`src/rtl/imu_fp_pkg.sv`:
```
// Package for the IMU frame parser: beat types, frame constants and result codes.
// No dependencies; every other file in rtl/ imports it.
`timescale 1ns / 1ps
`default_nettype none

package imu_fp_pkg;

    // Frame layout constants
    localparam logic [7:0] HDR_BYTE   = 8'h55;
    localparam logic [7:0] TYPE_ACCEL = 8'h51;
    localparam logic [7:0] TYPE_OMEGA = 8'h52;
    localparam logic [7:0] TYPE_ANGLE = 8'h53;
    localparam logic [3:0] POS_TYPE   = 4'd1;
    localparam logic [3:0] POS_DATA0  = 4'd2;
    localparam logic [3:0] POS_LAST   = 4'd9;
    localparam logic [3:0] POS_SUM    = 4'd10;

    // Input beat kinds
    localparam logic KIND_BYTE  = 1'b0;
    localparam logic KIND_ERROR = 1'b1;

    // Result status codes
    localparam logic [1:0] ST_OK       = 2'd0;
    localparam logic [1:0] ST_HDR_ERR  = 2'd1;
    localparam logic [1:0] ST_SUM_ERR  = 2'd2;
    localparam logic [1:0] ST_TYPE_ERR = 2'd3;

    // Default depth of the result queue between front and back
    localparam int QUEUE_DEPTH = 2;

    typedef struct packed {
        logic       kind;
        logic [7:0] rx_byte;
    } in_item_t;

    typedef struct packed {
        logic [1:0]         status;
        logic [1:0]         frame_type;
        logic signed [15:0] value_x;
        logic signed [15:0] value_y;
        logic signed [15:0] value_z;
        logic signed [15:0] temperature_raw;
    } out_item_t;

    // Result handed from the front part to the queue
    typedef struct packed {
        logic      valid;
        out_item_t item;
    } res_push_t;

endpackage : imu_fp_pkg

`default_nettype wire

```
`src/rtl/imu_fp_front.sv`:
```
// Front part of the IMU frame parser: header hunt, byte position, checksum and type check.
// Depends on imu_fp_pkg.
`timescale 1ns / 1ps
`default_nettype none

module imu_fp_front
    import imu_fp_pkg::*;
(
    input  wire logic      clk,
    input  wire logic      rst_n,
    input  wire logic      beat,
    input  wire in_item_t  in_item,
    output res_push_t      push
);

    logic       aligned_reg, aligned_next;
    logic [3:0] pos_reg, pos_next;
    logic [7:0] sum_reg, sum_next;
    logic [7:0] type_reg, type_next;
    logic [7:0] payload_reg [8];
    logic       pay_we;
    logic [2:0] pay_idx;
    logic [7:0] b;
    logic [7:0] sum_add;
    logic [1:0] ftype_code;

    assign b          = in_item.rx_byte;
    assign sum_add    = sum_reg + b;
    assign pay_idx    = 3'(pos_reg - POS_DATA0);
    assign ftype_code = 2'(type_reg - TYPE_ACCEL);

    always_comb
    begin
        aligned_next = aligned_reg;
        pos_next     = pos_reg;
        sum_next     = sum_reg;
        type_next    = type_reg;
        pay_we       = 1'b0;
        push         = '0;
        if (beat)
        begin
            if (in_item.kind == KIND_ERROR)
            begin
                // drop the partial frame and hunt
                aligned_next = 1'b0;
                pos_next     = '0;
                sum_next     = '0;
            end
            else if (!aligned_reg)
            begin
                if (b == HDR_BYTE)
                begin
                    aligned_next = 1'b1;
                    pos_next     = POS_TYPE;
                    sum_next     = HDR_BYTE;
                end
            end
            else if (pos_reg == '0)
            begin
                if (b == HDR_BYTE)
                begin
                    pos_next = POS_TYPE;
                    sum_next = HDR_BYTE;
                end
                else
                begin
                    aligned_next     = 1'b0;
                    sum_next         = '0;
                    push.valid       = 1'b1;
                    push.item.status = ST_HDR_ERR;
                end
            end
            else if (pos_reg == POS_TYPE)
            begin
                type_next = b;
                sum_next  = sum_add;
                pos_next  = POS_DATA0;
            end
            else if (pos_reg <= POS_LAST)
            begin
                pay_we   = 1'b1;
                sum_next = sum_add;
                pos_next = pos_reg + 4'd1;
            end
            else
            begin
                // checksum byte
                push.valid = 1'b1;
                pos_next   = '0;
                sum_next   = '0;
                if (sum_reg != b)
                begin
                    aligned_next     = 1'b0;
                    push.item.status = ST_SUM_ERR;
                end
                else if (type_reg inside {TYPE_ACCEL, TYPE_OMEGA, TYPE_ANGLE})
                begin
                    push.item.status          = ST_OK;
                    push.item.frame_type      = ftype_code;
                    push.item.value_x         = {payload_reg[1], payload_reg[0]};
                    push.item.value_y         = {payload_reg[3], payload_reg[2]};
                    push.item.value_z         = {payload_reg[5], payload_reg[4]};
                    push.item.temperature_raw = {payload_reg[7], payload_reg[6]};
                end
                else
                begin
                    aligned_next     = 1'b0;
                    push.item.status = ST_TYPE_ERR;
                end
            end
        end
    end

    always_ff @(posedge clk or negedge rst_n)
    begin
        if (!rst_n)
        begin
            aligned_reg <= 1'b0;
            pos_reg     <= '0;
            sum_reg     <= '0;
            type_reg    <= '0;
        end
        else
        begin
            aligned_reg <= aligned_next;
            pos_reg     <= pos_next;
            sum_reg     <= sum_next;
            type_reg    <= type_next;
        end
    end

    always_ff @(posedge clk)
    begin
        if (pay_we)
        begin
            payload_reg[pay_idx] <= b;
        end
    end

    a_hunt_clear: assert property (@(posedge clk) disable iff (!rst_n)
        !aligned_reg |-> (pos_reg == '0) && (sum_reg == '0))
        else $error("hunting with stale position or sum");

    a_pos_range: assert property (@(posedge clk) disable iff (!rst_n)
        pos_reg <= POS_SUM)
        else $error("byte position beyond checksum byte");

    a_ok_stays: assert property (@(posedge clk) disable iff (!rst_n)
        push.valid && (push.item.status == ST_OK) |=> aligned_reg && (pos_reg == '0))
        else $error("good frame did not leave parser aligned at header");

endmodule : imu_fp_front

`default_nettype wire

```
`src/rtl/imu_fp_queue.sv`:
```
// Short result queue between the front and back parts of the IMU frame parser.
// Depends on imu_fp_pkg.
`timescale 1ns / 1ps
`default_nettype none

module imu_fp_queue
    import imu_fp_pkg::*;
#(
    parameter int DEPTH = QUEUE_DEPTH
)
(
    input  wire logic      clk,
    input  wire logic      rst_n,
    input  wire res_push_t push,
    input  wire logic      pop,
    output logic           full,
    output logic           q_valid,
    output out_item_t      q_item
);

    localparam int PTR_W = (DEPTH > 1) ? $clog2(DEPTH) : 1;
    localparam int CNT_W = $clog2(DEPTH + 1);

    out_item_t          entry_reg [DEPTH];
    logic [PTR_W-1:0]   wr_ptr_reg, wr_ptr_next;
    logic [PTR_W-1:0]   rd_ptr_reg, rd_ptr_next;
    logic [CNT_W-1:0]   count_reg, count_next;

    assign full    = (count_reg == CNT_W'(DEPTH));
    assign q_valid = (count_reg != '0);
    assign q_item  = entry_reg[rd_ptr_reg];

    always_comb
    begin
        wr_ptr_next = wr_ptr_reg;
        rd_ptr_next = rd_ptr_reg;
        count_next  = count_reg;
        if (push.valid)
        begin
            wr_ptr_next = (wr_ptr_reg == PTR_W'(DEPTH - 1)) ? '0 : wr_ptr_reg + PTR_W'(1);
        end
        if (pop)
        begin
            rd_ptr_next = (rd_ptr_reg == PTR_W'(DEPTH - 1)) ? '0 : rd_ptr_reg + PTR_W'(1);
        end
        case ({push.valid, pop})
            2'b10:   count_next = count_reg + CNT_W'(1);
            2'b01:   count_next = count_reg - CNT_W'(1);
            default: count_next = count_reg;
        endcase
    end

    always_ff @(posedge clk or negedge rst_n)
    begin
        if (!rst_n)
        begin
            wr_ptr_reg <= '0;
            rd_ptr_reg <= '0;
            count_reg  <= '0;
        end
        else
        begin
            wr_ptr_reg <= wr_ptr_next;
            rd_ptr_reg <= rd_ptr_next;
            count_reg  <= count_next;
        end
    end

    always_ff @(posedge clk)
    begin
        if (push.valid)
        begin
            entry_reg[wr_ptr_reg] <= push.item;
        end
    end

    a_no_overflow: assert property (@(posedge clk) disable iff (!rst_n)
        push.valid |-> !full)
        else $error("result pushed into full queue");

    a_no_underflow: assert property (@(posedge clk) disable iff (!rst_n)
        pop |-> q_valid)
        else $error("result popped from empty queue");

    a_count_range: assert property (@(posedge clk) disable iff (!rst_n)
        count_reg <= CNT_W'(DEPTH))
        else $error("queue count beyond depth");

endmodule : imu_fp_queue

`default_nettype wire

```
`src/rtl/imu_fp_back.sv`:
```
// Back part of the IMU frame parser: output register that presents results downstream.
// Depends on imu_fp_pkg.
`timescale 1ns / 1ps
`default_nettype none

module imu_fp_back
    import imu_fp_pkg::*;
(
    input  wire logic      clk,
    input  wire logic      rst_n,
    input  wire logic      q_valid,
    input  wire out_item_t q_item,
    output logic           pop,
    output logic           out_valid,
    input  wire logic      out_ready,
    output out_item_t      out_item
);

    logic      out_valid_reg, out_valid_next;
    out_item_t out_item_reg;

    // Refill the output register when it is empty or being taken this cycle
    assign pop = q_valid && (!out_valid_reg || out_ready);

    always_comb
    begin
        out_valid_next = out_valid_reg;
        if (pop)
        begin
            out_valid_next = 1'b1;
        end
        else if (out_ready)
        begin
            out_valid_next = 1'b0;
        end
    end

    always_ff @(posedge clk or negedge rst_n)
    begin
        if (!rst_n)
        begin
            out_valid_reg <= 1'b0;
        end
        else
        begin
            out_valid_reg <= out_valid_next;
        end
    end

    always_ff @(posedge clk)
    begin
        if (pop)
        begin
            out_item_reg <= q_item;
        end
    end

    assign out_valid = out_valid_reg;
    assign out_item  = out_item_reg;

endmodule : imu_fp_back

`default_nettype wire

```
`src/rtl/imu_frame_parser_top.sv`:
```
// Top level of the IMU 11-byte frame parser: front, result queue and back part.
// Depends on imu_fp_pkg, imu_fp_front, imu_fp_queue and imu_fp_back.
//
// Usage:
//  - Input channel (in_valid / in_ready / in_item): one beat per received serial
//    byte (kind = byte) or per receive-error event (kind = error), which drops any
//    partial frame and sends the parser back to header hunting.
//  - Output channel (out_valid / out_ready / out_item): one beat per finished frame
//    (ok, checksum error, unknown type) and per missing header while aligned.
//    Axis and temperature values are little-endian signed counts, zero unless ok.
//  - Throughput: one input beat per cycle, sustained, for as long as the receiver
//    keeps up; the front part takes a byte in the same cycle it classifies it.
//  - Result path: the queue takes a result at the edge that accepts the completing
//    beat; the output register loads it from the queue when that register is empty
//    or being taken, and out_valid rises as it loads.
//  - Receiver stall: results wait in the queue (QUEUE_DEPTH entries plus the output
//    register); in_ready drops only when the queue is full.
//  - Reset: hunting for the header, queue empty, out_valid low.
`timescale 1ns / 1ps
`default_nettype none

module imu_frame_parser_top
    import imu_fp_pkg::*;
#(
    parameter int DEPTH = QUEUE_DEPTH
)
(
    input  wire logic      clk,
    input  wire logic      rst_n,
    input  wire logic      in_valid,
    output logic           in_ready,
    input  wire in_item_t  in_item,
    output logic           out_valid,
    input  wire logic      out_ready,
    output out_item_t      out_item
);

    res_push_t push;
    logic      beat;
    logic      q_full;
    logic      q_valid;
    logic      q_pop;
    out_item_t q_item;

    // Take a beat whenever the queue has room; a result-free byte never needs it,
    // but keeping ready independent of the byte value keeps the handshake simple.
    assign in_ready = !q_full;
    assign beat     = in_valid && in_ready;

    // Classify the byte and advance the frame state
    imu_fp_front u_front (
        .clk     (clk),
        .rst_n   (rst_n),
        .beat    (beat),
        .in_item (in_item),
        .push    (push)
    );

    // Hold results so front and back stall independently
    imu_fp_queue #(
        .DEPTH (DEPTH)
    ) u_queue (
        .clk     (clk),
        .rst_n   (rst_n),
        .push    (push),
        .pop     (q_pop),
        .full    (q_full),
        .q_valid (q_valid),
        .q_item  (q_item)
    );

    // Present results downstream from a register
    imu_fp_back u_back (
        .clk       (clk),
        .rst_n     (rst_n),
        .q_valid   (q_valid),
        .q_item    (q_item),
        .pop       (q_pop),
        .out_valid (out_valid),
        .out_ready (out_ready),
        .out_item  (out_item)
    );

endmodule : imu_frame_parser_top

`default_nettype wire

```
`config.mk`:
```
export PLATFORM = sky130hd
export DESIGN_NAME = imu_frame_parser_top
export DESIGN_NICKNAME = d
export VERILOG_FILES = /design/src/rtl/imu_fp_pkg.sv /design/src/rtl/imu_fp_front.sv /design/src/rtl/imu_fp_queue.sv /design/src/rtl/imu_fp_back.sv /design/src/rtl/imu_frame_parser_top.sv
export SDC_FILE = /design/constraint.sdc
export NUM_CORES = 1
export LEC_CHECK = 0
export BUFFER_PORTS_ARGS = -buffer_cell sky130_fd_sc_hd__buf_2
export CAP_MARGIN = 20
export CORE_ASPECT_RATIO = 1.2
export CORE_UTILIZATION = 40
export DETAILED_ROUTE_END_ITERATION = 12
export HOLD_SLACK_MARGIN = 0.02
export PLACE_DENSITY = 0.68
export SYNTH_ARGS = -nofsm -noshare
export SYNTH_HDL_FRONTEND = slang
export SYNTH_SLANG_ARGS = --single-unit
export TNS_END_PERCENT = 1
```
`constraint.sdc`:
```
create_clock -name clk -period 14.2 [get_ports clk]
set_clock_uncertainty 0.2 [all_clocks]
set_input_delay 1.42 -clock clk [delete_from_list [all_inputs] [get_ports clk]]
set_output_delay 1.42 -clock clk [all_outputs]
set_load 0.1 [all_outputs]
```
# Yosys cells after proc, flatten, opt, wreduce, memory -nomap -nowiden
# Memory sizes are Yosys's and may differ from the RTL's. A register that Yosys moved wholly into a read port is not among the register bits.
# Index checks and enable logic that the tools add are counted.
word_totals:
  regBits: 26
  latchBits: 0
  mem_bits_rw: 200
  rom_bits: 0
  in_bits: 13
  output_inout_bits: 70
  wordCells: 91
  n_memories: 2
mem_list:
  columns: ["memory", "words", "width", "read_ports", "rd_ports_with_merged_regs", "wr", "line_no", "source"]
  rows:
  - ["u_queue.entry_reg", 2, 68, 1, 1, 1, "imu_fp_queue.sv:24", "out_item_t entry_reg [DEPTH];"]
  - ["u_front.payload_reg", 8, 8, 8, 0, 1, "imu_fp_front.sv:20", "logic [7:0] payload_reg [8];"]
classes:
  n_addsub: 8
  mul: 0
  div_mod_pow: 0
  n_lt_le_gt_ge: 1
  eq_ne: 9
  n_shift: 0
  n_mux: 48
  bitwise: 2
  n_reduce_logical: 13
ops:
  columns: ["op", "count"]
  rows:
  - ["$mux W69", 5]
  - ["$mux W66", 3]
  - ["$mux W8", 6]
  - ["$eq A8 B7 Y1 const B", 4]
  - ["$mux W4", 6]
  - ["$mux W1", 22]
  - ["$add A8 B8 Y8", 1]
  - ["$ne A8 B8 Y1", 1]
  - ["$mux W7", 1]
  - ["$mux W3", 2]
  - ["$reduce_bool A2 Y1", 3]
  - ["$reduce_bool A3 Y1", 2]
  - ["$reduce_and A5 Y1", 1]
  - ["$add A4 B1 Y4 const B", 1]
  - ["$eq A2 B2 Y1 const B", 2]
  - ["$eq A4 B1 Y1 const B", 1]
  - ["$le A4 B4 Y1 const B", 1]
  - ["$logic_not A4 Y1", 1]
  - ["$mux W2", 2]
  - ["$pmux W2 S2", 1]
  - ["$sub A2 B1 Y2 const B", 2]
  - ["$sub A3 B2 Y3 const B", 1]
  - ["$add A1 B1 Y1 const B", 2]
  - ["$add A2 B1 Y2 const B", 1]
  - ["other kinds (6)", 9]

# Longest topological paths before layout
logic_depth:
  word_depth: 12
  ltp_mapped: 11
  mapped_depth_nobuf: 10

# Hierarchy
# A second synthesis with hierarchy kept.
hier_totals:
  hier_cells: 610
  hier_area_um2: 11229.5
modules_own_cells:
  columns: ["mod", "instances", "cells_each", "area_per_inst_um2", "seq_area_each_um2"]
  rows:
  - ["imu_fp_queue", 1, 228, 5136.2, 4184.0]
  - ["imu_fp_front", 1, 308, 3997.6, 2447.3]
  - ["imu_fp_back", 1, 72, 2085.8, 2067.0]
  - ["imu_frame_parser_top", 1, 2, 10.0, 0.0]

# Worst setup path after synthesis
# No wires, ideal clock.
synth_path:
  path_type: "input port to flip-flop"
  from: "input port out_ready"
  to: "register u_queue.count_reg[1]"
  setup_time_ps: 79
  t_arrival_ps: 5858
  required_ps: 13921
  setup_slack_ps: 8063
  cell_stages: 5
  path_buffers: 0
  cell_sequence: "inv_1 a21oi_1 ha_1 nor2_1 xor2_1"
synth_between:
  elab_chain_len: 4
  elab_cells_between_ends: 6
  cone_classes: "2 x eq/ne; 1 x mux; 3 x reduce/logical"
synth_rtl:
  columns: ["item", "line_no", "source"]
  rows:
  - ["start: declaration", "imu_frame_parser_top.sv:34", "input wire logic out_ready,"]
  - ["$logic_or A1 B1 Y1 *", "imu_fp_back.sv:23", "assign pop = q_valid && (!out_valid_reg || out_ready);"]
  - ["$logic_and A1 B1 Y1 *", "imu_fp_back.sv:23", null]
  - ["via q_pop", "imu_frame_parser_top.sv:42", "logic q_pop;"]
  - ["$eq A2 B1 Y1 / $eq A2 B2 Y1 (equally long branches)", "imu_fp_queue.sv:46", "case ({push.valid, pop})"]
  - ["$pmux W2 S2 / $reduce_bool A2 Y1 (equally long branches)", null, null]
  - ["end signal: assignment", "imu_fp_queue.sv:65", "count_reg <= count_next;"]
  - ["end: declaration", "imu_fp_queue.sv:27", "logic [CNT_W-1:0] count_reg, count_next;"]
# Mark *: on every way through the listed nets, which the timed path passes. The rest lies on a longest branch.
# A chain may end at the register's enable or synchronous reset.

# Final worst setup path
layout_path:
  from: "input port in_item[7] (netlist bit)"
  to: "memory u_queue.entry_reg[1][10] (netlist bit) (enable)"
layout_between:
  elab_chain_len: 8
layout_rtl:
  columns: ["item", "line_no", "source"]
  rows:
  - ["start: declaration", "imu_frame_parser_top.sv:32", "input wire in_item_t in_item,"]
  - ["$eq A8 B7 Y1", "imu_fp_front.sv:60", "if (b == HDR_BYTE)"]
  - ["$mux W3", "imu_fp_front.sv:60", null]
  - ["$mux W3", "imu_fp_front.sv:58", "else if (pos_reg == '0)"]
  - ["$mux W69", "imu_fp_front.sv:49", "else if (!aligned_reg)"]
  - ["$mux W69", "imu_fp_front.sv:42", "if (in_item.kind == KIND_ERROR)"]
  - ["$mux W69", "imu_fp_front.sv:40", "if (beat)"]
  - ["$mux W1", "imu_fp_queue.sv:71", "if (push.valid)"]
  - ["$mux W1 (not written as such)", "imu_fp_queue.sv:73", "entry_reg[wr_ptr_reg] <= push.item;"]
  - ["end: declaration", "imu_fp_queue.sv:24", null]
# Every way passes these cells.

==> results.md <==
* Status: complete, no violations
* Synth area leader: edfxtp_1
* CP Class: input port to flip-flop
* Register area share after synthesis at 77.9%
* Slowest stage cell, crit path: buf_4
* CP arrival at 3.85 ns
* Setup TNS at 0 ns
* DR vias at 5181
* Clock Latency Late Sink at 0.53 ns
* PortBufs at 82
* Post-Syn Area at 11200 um^2
* Setup Buffers After CTS at 0
* Min-Delay Endpoint: u_front.sum_reg[0]
* Antenna violations before repair at 0
* Placer Congestion at 0.799
* Hold buffers post-CTS at 0
* Initial core utilization at 41.0%
* Max reg flops at 136
* RSZ-0062 raised after global routing: false
* Worst reg2reg startpoint: u_front.pos_reg[1]
* Final nets at 732
* Asr flop ratio synth at 8.84%
* Antenna Nets Post-Route at 0
* DRT Wirelength at 18500 um
* Number of synthesized register bits at 294
* CTS buffer count at 27
* Vias per Instance at 4.87
* Iter 0 DRT Violations at 337
* Gr usage total at 13.2%
* Met2 Usage GRT at 22.4%
* Ys flop type: edfxtp_1
* Mean Syn Cell Area at 18.5 um^2
* GR peak layer: met2
* H-tree level count at 1
* Worst-case reg-to-reg path depth at 7
* First-pass GRT wire length at 29100 um
* Netlist cell types at 55
* Crit path buf inv count at 2
* Share of post-route cells with drive strength above 1 at 31.2%
* Vias in the first global route at 5294
* Synth Warn # at 0
* Critical Path Start Type: input port
* Tcrit/Tclk final at 27.4%
* # IOs at 83
* Worst Tran Pin Value at 0.957 ns
* Most common library cell in the layout ignoring fill and taps: edfxtp_1
* Antenna diodes at 0
* Post-synth top area share at 72.1%
* Routed length per instance at 17.4 um
* Die area at 28600 um^2
* Initial DRT Pass Iterations at 4
* Slew Viols, Final at 0
* Rel. slew slack at 36.2%
* R2R setup slack at 10.59 ns
* Top post-synthesis cells by area: edfxtp_1 (72%), mux2_2 (6.9%), dfrtp_1 (5.8%)
* Post-layout minimum cycle time at 3.89 ns
* DP HPWL at 11400 um
* Ordered cell list for the critical path: buf_2 -> nor4b_1 -> and4_1 -> o21ai_0 -> nand3_1 -> nor2_4 -> buf_4
* Met1 GRT Util at 17.5%
* Post-synth EDFFs at 268
* Post-CTS Resized at 0
* Fmax at 0.257 GHz
* Family with the most delay on the worst path: simple AND/OR/NAND/NOR gates
* Row count at 66
* Worst min-delay path category: flip-flop to flip-flop
* Hold Fails Final Rpt at 0
* Clock Sinks at 294
* Final setup fails at 0
* Top fanout value on the critical path at 48
* Die X at 155 um
* Grt total ovfl at 0
* DRC errors left at 0
* CTS tree: done
* Required time of the critical path at 14.16 ns
* Core Box Area at 27300 um^2
* Die span in y at 185 um
* Met3 Use GR at 2.13%
* Area delta synth->final at 15.4%
* Synth Net Count at 634
* Root Buffer: clkbuf_16
* Max-cap violations at 0
* CP peak stage delay at 0.67 ns
* Reg clk slew, reported paths at 0.07 ns
* Clk buf depth at 3
* Most frequent cells in the layout: edfxtp_1 (268), buf_2 (82), mux2_2 (68), and2_1 (67), clkbuf_16 (27)
* Synth Instances at 605
* Crit path capture type: flip-flop
* Hold Path Depth at 2
* Largest net degree at the start of global routing at 71
* Hold_sp: u_front.sum_reg[0]
* Reg2reg end: u_queue.entry_reg[1][10]
[cells in the mapped netlist, types with 6 or more instances]
cell type  count
a21oi_1       13
nor2_1        20
and2_1        67
mux2_4         9
nand2_1       16
xnor2_1        8
dfrtp_1       26
nor3_1         7
o21ai_0       12
mux2_2        68
inv_1          7
clkbuf_1       7
buf_6          6
ha_1          15
edfxtp_1     268
[stage by stage]
step / util [%] / instance area (um^2) / worst slack [ns] / hold WS (ns) / instances
after floorplan: - / 11200 / 8.06 / 0.254 / 605
after global placement: 43.8 / 11900 / 9.80 / 0.268 / 1012
after detailed placement: 43.9 / 12000 / 9.72 / 0.278 / 1013
after CTS: 47.2 / 12900 / 10.28 / 0.294 / 1063
after global routing: 47.3 / 12900 / 10.11 / 0.322 / 1064
final: 47.3 / 12900 / 10.31 / 0.293 / 1064
[routing by layer]
layer	wire [um]	vias to the layer above
met4	413	0
met3	732	26
li1	-	2475
met5	0	-
met2	9060	101
met1	8290	2579
[kinds of logic after synthesis]
group | after synthesis | share of synthesized area (%)
flops | 294 | 77.9
mux | 77 | 8.07
simple gates | 132 | 6.87
compound gates | 47 | 3.04
fa+ha+maj | 16 | 1.86
xor+xnor | 11 | 0.863
buf+inv | 28 | 1.41
[final cells by class]
type                            instances  area [um^2]
Fill cell                            2312        14400
Sequential cell                       294         8700
Multi-Input combinational cell        283         2340
Clock buffer                           31          691
Timing Repair Buffer                   89          463
Tap cell                              340          425
Clock inverter                         19          228
Inverter                                8         30.0
[worst register-to-register path: cells and delay by family, from the launching register on]
| kind | cells | cell delay [ns] |
|---|---|---|
| AND/OR/NAND/NOR | 3 | 1.33 |
| flip-flops | 1 | 0.48 |
| buffers and inverters | 2 | 0.83 |
| AO/OA/AOI/OAI | 1 | 0.17 |
| adder cells (fa/ha/maj) | 1 | 0.19 |
[worst max path at each step]
| stage | start | to | slack [ns] | depth (start not counted) |
|---|---|---|---|---|
| CTS | in_item[7] | u_queue.entry_reg[1][31] | 10.28 | 7 |
| global route | in_item[7] | u_queue.entry_reg[0][9] | 10.11 | 7 |
| floorplan | out_ready | u_queue.count_reg[1] | 8.06 | 5 |
| finish | in_item[7] | u_queue.entry_reg[1][10] | 10.31 | 7 |
| global placement | in_item[7] | u_queue.entry_reg[0][10] | 9.80 | 7 |
| detailed placement | in_item[7] | u_queue.entry_reg[1][26] | 9.72 | 7 |
Power is left out: the tool's default activity adds up to more than one toggle a clock period on the data nets, which glitch-free logic cannot reach.
